[src/sv/ltl_pkg.sv]
// Shared types and constants of the idle-timeout list.
// No dependencies; used by every module of the block.
package ltl_pkg;

    localparam int ENTRIES = 4096;
    localparam int IDX_W   = $clog2(ENTRIES);
    localparam int CNT_W   = IDX_W + 1;
    localparam int TIME_W  = 32;
    localparam int TMO_W   = 24;
    localparam int ID_W    = 12;
    localparam int DATA_W  = 40;

    localparam logic [TMO_W-1:0] REMAIN_MAX = {TMO_W{1'b1}};

    localparam logic [1:0] OP_ARM  = 2'd0;
    localparam logic [1:0] OP_TICK = 2'd1;
    localparam logic [1:0] OP_POLL = 2'd2;

    localparam logic [1:0] ST_DONE    = 2'd0;
    localparam logic [1:0] ST_EXPIRED = 2'd1;
    localparam logic [1:0] ST_PENDING = 2'd2;
    localparam logic [1:0] ST_EMPTY   = 2'd3;

    typedef enum logic [1:0] {
        K_ARM,
        K_TICK,
        K_POLL,
        K_NOP
    } kind_t;

    typedef struct packed {
        kind_t            kind;
        logic [ID_W-1:0]  id;
        logic [TMO_W-1:0] tmo;
    } qentry_t;

    typedef enum logic [2:0] {
        S_CLEAR,
        S_IDLE,
        S_ARM_EV,
        S_ARM_MOVE,
        S_POLL_EV
    } state_t;

endpackage

[src/sv/ltl_fifo.sv]
// Two-entry queue between the front end and the list engine.
// Depends on ltl_pkg.
module ltl_fifo (
    input  logic             clk,
    input  logic             rst_n,
    input  logic             push,
    input  ltl_pkg::qentry_t push_data,
    input  logic             pop,
    output logic             full,
    output logic             not_empty,
    output ltl_pkg::qentry_t head_data
);

    ltl_pkg::qentry_t slot_reg [2];
    logic             wr_ptr_reg, wr_ptr_next;
    logic             rd_ptr_reg, rd_ptr_next;
    logic [1:0]       count_reg, count_next;

    assign full      = (count_reg == 2'd2);
    assign not_empty = (count_reg != 2'd0);
    assign head_data = slot_reg[rd_ptr_reg];

    always_comb
    begin
        wr_ptr_next = push ? !wr_ptr_reg : wr_ptr_reg;
        rd_ptr_next = pop ? !rd_ptr_reg : rd_ptr_reg;
        count_next  = count_reg + {1'b0, push} - {1'b0, pop};
    end

    always_ff @(posedge clk)
    begin
        if (push)
        begin
            slot_reg[wr_ptr_reg] <= push_data;
        end
    end

    always_ff @(posedge clk or negedge rst_n)
    begin
        if (!rst_n)
        begin
            wr_ptr_reg <= 1'b0;
            rd_ptr_reg <= 1'b0;
            count_reg  <= 2'd0;
        end
        else
        begin
            wr_ptr_reg <= wr_ptr_next;
            rd_ptr_reg <= rd_ptr_next;
            count_reg  <= count_next;
        end
    end

endmodule

[config.mk]
export PLATFORM = sky130hd
export DESIGN_NAME = ltl_fifo
export DESIGN_NICKNAME = d
export VERILOG_FILES = /design/src/sv/ltl_pkg.sv /design/src/sv/ltl_fifo.sv
export SDC_FILE = /design/constraint.sdc
export NUM_CORES = 1
export LEC_CHECK = 0
export BUFFER_PORTS_ARGS = -buffer_cell sky130_fd_sc_hd__clkbuf_2
export CAP_MARGIN = 10
export CORE_AREA = 2 2 85 87
export DETAILED_ROUTE_END_ITERATION = 8
export DIE_AREA = 0 0 87 89
export GPL_ROUTABILITY_DRIVEN = 0
export PLACE_DENSITY = 0.68
export SLEW_MARGIN = 20
export SYNTH_ARGS = -nofsm -noshare
export SYNTH_HDL_FRONTEND = slang
export SYNTH_SLANG_ARGS = --single-unit
[constraint.sdc]
create_clock -name clk -period 3.4 [get_ports clk]
set_input_delay 0.17 -clock clk [delete_from_list [all_inputs] [get_ports clk]]
set_output_delay 0.17 -clock clk [all_outputs]
set_load 0.01 [all_outputs]
==> results of run 1 <==
-- kinds of logic after synthesis --
kind of cell	after synthesis
adders and majority gates	2
muxes	38
xor gates and xnor gates	3
and+or+nand+nor	4
DFF	80
buffers and inverters	6
-- cells in the mapped netlist --
library cell               instances  area [um^2]
sky130_fd_sc_hd__and2_1            1         6.26
sky130_fd_sc_hd__buf_4             2         15.0
sky130_fd_sc_hd__buf_6             1         11.3
sky130_fd_sc_hd__buf_8             1         15.0
sky130_fd_sc_hd__dfrtp_1           4          100
sky130_fd_sc_hd__edfxtp_1         76         2280
sky130_fd_sc_hd__ha_1              2         25.0
sky130_fd_sc_hd__inv_1             2         7.51
sky130_fd_sc_hd__mux2_2           28          315
sky130_fd_sc_hd__mux2_4           10          150
sky130_fd_sc_hd__nor2b_1           2         12.5
sky130_fd_sc_hd__or2_2             1         6.26
sky130_fd_sc_hd__xor2_1            2         17.5
sky130_fd_sc_hd__xor3_1            1         23.8
-- layer usage --
metal,track usage (%),up-vias,part of all wire (%)
met1,15.7,743,42
met5,0,-,0
li1,-,720,-
met4,7.24,0,2.1
met3,4.71,10,5.9
met2,20.7,53,50
-- area by class of cell --
type | instances | area, um^2 | share of cell area [%]
clock buffer | 10 | 128 | 3.41
clock inverter | 6 | 36.3 | 0.969
inverter | 2 | 7.51 | 0.201
multi-input combinational | 47 | 566 | 15.1
sequential | 80 | 2380 | 63.7
tap | 80 | 100 | 2.67
timing repair buffer | 91 | 523 | 14.0
-- report_power, final --
| part | internal [mW] | switching [mW] |
|---|---|---|
| combinational | 0.455 | 0.363 |
| clock | 0.261 | 0.329 |
| sequential | 1.31 | 0.152 |
| total | 2.03 | 0.844 |
-- metrics by stage --
step	cell area, um^2	hold slack [ps]	cells	worst slack [ps]	power (mW)
floorplan	2990	-126	133	857	2.01
global placement	3460	-12.3	290	1620	2.29
detailed placement	3490	-10.2	291	1610	2.32
CTS	3660	3.08	308	1240	2.91
global route	3740	0.229	316	1170	3.05
finish	3740	14.9	316	1300	2.87
-- worst max-delay path: stages, from the launching register on --
cell and delay (ps):
sky130_fd_sc_hd__dfrtp_2 1020, sky130_fd_sc_hd__mux2_2 430, sky130_fd_sc_hd__clkbuf_2 130
-- worst max path at each step --
stage,slack (ps),from,cells past startpoint,end
after CTS,1240,rd_ptr_reg,2,head_data[9]
final,1300,rd_ptr_reg,2,head_data[9]
after floorplan,860,wr_ptr_reg,1,slot_reg[0][0]
after global placement,1620,rd_ptr_reg,2,head_data[2]
after detailed placement,1610,rd_ptr_reg,2,head_data[9]
after global routing,1170,rd_ptr_reg,2,head_data[15]
==> impl_summary.md, run 1 <==
Outcome
The run finished with clean final reports.

Die
The die outline area is 7740 um^2. The die extent in x is 87 um. The I/O pin total is 82. The floorplan core area is 6720 um^2.

Once the floorplan was initialized, standard cells occupied 44.5% of the core. The die is 89 um tall. After floorplanning, the core was divided into 30 placement rows.

Finish
The area growth from synthesis to layout is 25.3%. The register with the most flip-flops in the layout has 76 of them. At the end of the flow the core is filled with cells to 55.7%. The number of inserted diodes is 0. The fraction of final layout cells with drive strength greater than 1 is 58.5%. The filler cell count in the final layout is 551. The leading cell type in the layout, fill and taps excluded is sky130_fd_sc_hd__clkbuf_2. The net count of the finished layout is 275. The library cells used most frequently in the layout, excluding fill and tap cells, are sky130_fd_sc_hd__clkbuf_2, sky130_fd_sc_hd__edfxtp_1, sky130_fd_sc_hd__mux2_2.

Yosys
The post-synthesis area per instance is 22.5 um^2. The combinational family with the most area after synthesis is multiplexers. The fraction of the yosys area taken by sequential cells is 79.7%. The area of the mapped netlist is 2990 um^2. Yosys mapped the design onto 14 distinct sky130hd cell types. The post-synthesis net count is 177. The synthesized design contains 80 register bits. The fraction of synthesized cell area in xor and xnor cells is 1.38%. The adder-cell share of the synthesized area is 0.838%. The area share of and/or/nand/nor cells after synthesis is 0.838%.

The area fraction in compound gates after synthesis is 0%. After technology mapping, the gate count stands at 133. During synthesis, Yosys emitted a total of 0 warnings. Multiplexer cells account for 15.6% of the synthesized area.

Critical path
In this run the critical register-to-register path is captured at slot_reg[1][35]. The worst register-to-register path has a depth of 1. The critical path required time is 3230 ps.

The setup check on the worst reg-to-reg path leaves a slack of 1780 ps. The source of the worst register-to-register timing path is wr_ptr_reg. For the worst setup path, the data arrival time is 1930 ps. The startpoint type of the worst setup path is a flop. In this run the worst path has a maximum fanout of 39.

The critical path class is reg2out. The worst setup path is captured at an output pin.

Clock network
Clock-pin slew was measured on the worst setup and hold paths at 80 ps. The clock passes through at most 2 buffers. The quantity of gates resized following cts is 0.

The total number of clock tree sinks is 80. Once the clock tree was built, the setup fixing pass inserted 0 buffers. The total of hold buffers inserted after clock tree synthesis is 1. CTS built an H-tree with a depth of 3. The CTS tree is built. The buffer cell driving the clock tree root is sky130_fd_sc_hd__clkbuf_8. The number of clock buffers added by TritonCTS is 9. The clock latency on the worst-skew pair is 340 ps.

GRT
The via count of the first global-routing pass is 1526. Global routing used 13.1% of the available tracks across all layers. The number of antenna violations at the first check in global routing came to 0. For this run the aggregate overflow at the end of global routing stands at 0. The global-route wire length before repair is 7.19 mm. The maximum number of pins on one net before global-route repair is 40.

Drt
The remaining design rule violation count is 0. For this run, the detailed router's first-pass iteration total came to 4. Dividing the detail-routed wire length by the instance count gives 15.5 um. The number of nets with antenna violations after routing is 0. The total number of vias is 1526. The total length of routed wires is 4.91 mm.

In the routed layout, each cell is associated on average with a via count of 4.83. After the first detailed-routing iteration, the DRC count stood at 88.

Power
For this design the static power due to leakage is 1.49 nW. The power density over the cells is 767 nW/um^2. The worst-case IR drop observed on VDD is 0.443 mV.

Hold path
The class of the tightest hold or removal check is in2reg. Counting instances, the worst hold path has a depth of 1. The launch point of the worst hold path is push_data[7].

The end point of the most critical hold path is slot_reg[1][7].

Timing
Setup repair after global routing left no endpoint under its margin. The final count of pins violating max slew came to 0. The number of hold-slack violations in the final timing report is 0.

Setup violations remaining at the end of the flow were counted as 0. The aggregate negative setup slack is 0 ps. Headroom to the max-slew limit came out at 34.2%. The final critical path takes up 61.8% of the cycle. The shortest clock period the worst path allows after layout is 2100 ps.

On the final layout, the worst clock skew is 7.11 ps. The transition time at the pin with the least slew margin is 986 ps. Based on the critical path, the design can be clocked at up to 476 MHz.

Placement
The estimated wirelength of the detail-placed design is 3.08 mm. Port buffering added 81 buffers.

Job
Max-cap violations in this run came to 0.
No activity file was read; power rests on OpenSTA's default activity.
==> run 2: changes to the inputs <==
- ABC_AREA: not set -> 1
- clock period: 3.4 -> 1.95 ns (I/O delays scaled with it)
==> impl_summary.md, run 2 <==
GRT
The maximum number of pins on one net before global-route repair is 45 (+13%). The via count of the first global-routing pass is 1881 (+23%). The global-route wire length before repair is 8.02 mm (+12%).

The number of antenna violations at the first check in global routing came to 0 (unchanged). The global routing usage summed across all routing layers came to 14.3% (+1.2 points). The final global-route overflow total was 0 (unchanged).

Critical path
The length in cells of the worst reg-to-reg path was 2 (+1). The capturing element type of the critical path is an output pin. The startpoint type of the worst setup path is a flop. The flop-to-flop setup slack came to 650 ps (-1130 ps). In this run the worst setup path terminates at head_data[33].

The endpoint identified for the worst register-to-register timing path is slot_reg[0][3]. The maximum fanout encountered on the critical timing path is 33 (-15%). The startpoint of the most critical setup path is rd_ptr_reg. The critical path class is reg2out. The critical path required time is 1850 ps (-1380 ps).

The worst register-to-register path begins at wr_ptr_reg. The worst path arrival time is 1440 ps (-490 ps).

Finish
The top cell types in the final layout, fill and taps aside, are sky130_fd_sc_hd__clkbuf_2, sky130_fd_sc_hd__edfxtp_1, sky130_fd_sc_hd__nand2_1. The fraction of final layout cells with drive strength greater than 1 came to 28.8% (-30 points). The net count of the finished layout is 397 (+44%). The number of inserted diodes is 0 (unchanged).

The number of standard cells in the layout, taps in and fillers out was 438 (+39%). The library cell used most frequently in the layout, excluding fill and tap cells, is sky130_fd_sc_hd__clkbuf_2. The filler cell count in the final layout was 523 (-5.1%). The number of flip-flops in the largest register is 76 (unchanged). The area growth from synthesis to layout is 37.2%.

Placement
The total instance count after detailed placement is 381 (+31%). The quantity of I/O buffers inserted on ports is 81 (unchanged). The estimated wirelength of the detail-placed design came to 3.26 mm (+5.9%).

The post-place setup slack came to 636 ps (-975 ps).

Drt
The routed wirelength normalized by instance count was 11.7 um (-25%). The number of nets with antenna violations after routing came to 0 (unchanged). The starting DRC count in detailed routing came to 121 (+38%). The total number of vias came to 1940 (+27%). The remaining design rule violation count is 0 (unchanged).

The ratio of routed vias to standard cells is 4.43 (-8.3%). The total length of routed wires is 5.12 mm (+4.2%). The iteration count of the initial detailed-routing pass is 4 (unchanged).

Power
The portion of total power attributed to the clock network came to 23.8% (+3.3 points). The combinational cell fraction of total power is 31.1% (+2.6 points). The worst ir drop on vdd is 0.741 mV (+67%).

The internal power of the cells is 3.61 mW (+78%). The switching portion of total power is 31.6% (+2.2 points). The power density over the cells is 1270 nW/um^2 (+66%). The total power is 5.27 mW (+84%).

The net switching power was 1.66 mW (+97%). The leakage power was 1.82 nW (+22%). The relative contribution of sequential cells to total power is 45.0% (-5.9 points).

Timing
The period utilization is 78.9%. The worst path needs 1540 ps of the cycle, external delays included. Setup repair after global routing left no endpoint under its margin.

The post-route worst setup slack is 411 ps (-886 ps). The clock tree skew after final layout came to 3.67 ps (-3.44 ps). The final count of pins violating max slew is 0 (unchanged). The transition time at the pin with the least slew margin is 374 ps (-612 ps). The timing-limited maximum frequency is 650 MHz.

The number of hold-slack violations in the final timing report came to 0 (unchanged). The aggregate negative setup slack is 0 ps (unchanged). The tightest slew margin relative to the limit is 75.0% (+41 points). The total of endpoints with negative setup slack in the final report is 0 (unchanged). The tightest hold margin is 99.0 ps (+84.1 ps).

Die
The initial standard-cell utilization of the core is 45.0% (+0.54 points). The number of cell rows is 30 (unchanged). The die extent in y is 89 um (unchanged).

The I/O pin total is 82 (unchanged). The die outline area is 7740 um^2 (unchanged). The floorplan core area is 6720 um^2 (unchanged). The die extent in x is 87 um (unchanged).

Yosys
The yosys synthesis warning count came to 0 (unchanged). Among all flip-flop cells after synthesis, the most frequent one is sky130_fd_sc_hd__edfxtp_1. The fraction of the yosys area taken by sequential cells is 78.8% (-0.96 points). The count of cell types in the netlist was 14 (unchanged).

The number of register bits inferred by synthesis was 80 (unchanged). Sorting the synthesized cells by area gives the leading types as sky130_fd_sc_hd__edfxtp_1, sky130_fd_sc_hd__inv_1, sky130_fd_sc_hd__nand2_1. The synthesized instance count is 223 (+68%).

The post-synthesis net count is 267 (+51%). The area of the mapped netlist came to 3020 um^2 (+1.2%). The commonest cells after synthesis are sky130_fd_sc_hd__edfxtp_1, sky130_fd_sc_hd__inv_1, sky130_fd_sc_hd__nand2_1.

sky130_fd_sc_hd__edfxtp_1 is the most common cell in the netlist. The number of enable flip-flop cells after synthesis is 76 (unchanged). The post-synthesis area per instance came to 13.6 um^2 (-40%). The async set-reset flop share out of synthesis was 5.00% (unchanged). The proportion of netlist area held by the largest area contributor was 75.5% (-0.92 points). Of all cell types, the one taking the most synthesized area is sky130_fd_sc_hd__edfxtp_1.

Clock network
TritonCTS built the clock tree. The clock latency on the worst-skew pair is 340 ps (about the same). The quantity of gates resized following cts is 0 (unchanged). The total setup buffers inserted after CTS came to 0 (unchanged). The maximum number of buffers from clock root to sink is 2 (unchanged). The clock edge transition at the registers on the reported setup and hold paths came to 70 ps (about the same). Clock tree synthesis selected as its root buffer the cell sky130_fd_sc_hd__clkbuf_8. The maximum level of the CTS H-tree is 3 (unchanged).

The total number of clock tree sinks is 80 (unchanged). The CTS buffer count came to 9 (unchanged).

Job
The max-cap violation count is 0 (unchanged).

Hold path
The path class of the tightest hold or removal check is in2async.

Outcome
The flow ran to the end, and the final reports show no timing, DRC or antenna violations.
run 2: cell types whose count changed after synthesis, moves of 8 or more:
cell,delta
sky130_fd_sc_hd__inv_1,+43
sky130_fd_sc_hd__o21ai_1,+8
sky130_fd_sc_hd__mux2_4,-10
sky130_fd_sc_hd__mux2_2,-28
sky130_fd_sc_hd__o21ai_0,+30
sky130_fd_sc_hd__nand2_1,+45
run 2: worst min path at each step:
stage	from	end	slack, ps	cells after the start
after floorplan	rst_n	count_reg[0]	-200	0
after global placement	rst_n	count_reg[0]	-90	1
after detailed placement	rst_n	count_reg[0]	-90	1
after CTS	rst_n	count_reg[0]	80	2
after global routing	rst_n	wr_ptr_reg	100	2
final	rst_n	count_reg[0]	100	2
run 2: logic make-up after synthesis:
family          Yosys count  synth area share [%]
buf+inv                  53                  7.53
compound gates           38                  6.29
xor+xnor                  2                 0.579
simple gates             48                  6.00
flops                    80                  78.8
fa+ha+maj                 2                 0.827
run 2: worst max-delay path: stages, from the launching register on:
cell                       delay, ps
sky130_fd_sc_hd__dfrtp_2         400
sky130_fd_sc_hd__buf_4           230
sky130_fd_sc_hd__o21ai_0         290
sky130_fd_sc_hd__clkbuf_2        190
run 2: cell type report:
cell class | instances | area [um^2] | area share, %
inverter | 45 | 169 | 4.07
clock buffer | 9 | 124 | 2.98
sequential | 80 | 2380 | 57.4
timing repair buffer | 127 | 866 | 20.9
clock inverter | 7 | 86.3 | 2.08
tap | 80 | 100 | 2.41
multi-input combinational | 90 | 422 | 10.2
run 2: metal layers:
metal	track usage (%)	vias up	wire length, um
met5	0	-	0
met4	7.53	0	114
met3	4.89	11	338
met2	24.1	62	2500
met1	16.1	864	2160
li1	-	1003	-
run 2: through the flow:
stage               utilization (%)  area (um^2)
global route                   61.8         4150
detailed placement             52.5         3530
floorplan                         -         3030
finish                         61.8         4150
CTS                            61.8         4150
global placement               52.5         3530
run 2: timing repair:
| action | in CTS | in global routing |
|---|---|---|
| hold buffers | 41 | 0 |
| hold endpoints to repair | 82 | 0 |
| setup endpoints to repair | 0 | 0 |
run 2: power groups by stage:
stage,registers (mW),clock network (mW),logic (mW)
after floorplan,2.40,0,0.990
after global placement,2.40,0,1.58
after detailed placement,2.41,0,1.61
after CTS,2.37,1.30,1.68
after global routing,2.41,1.36,1.84
final,2.37,1.26,1.64
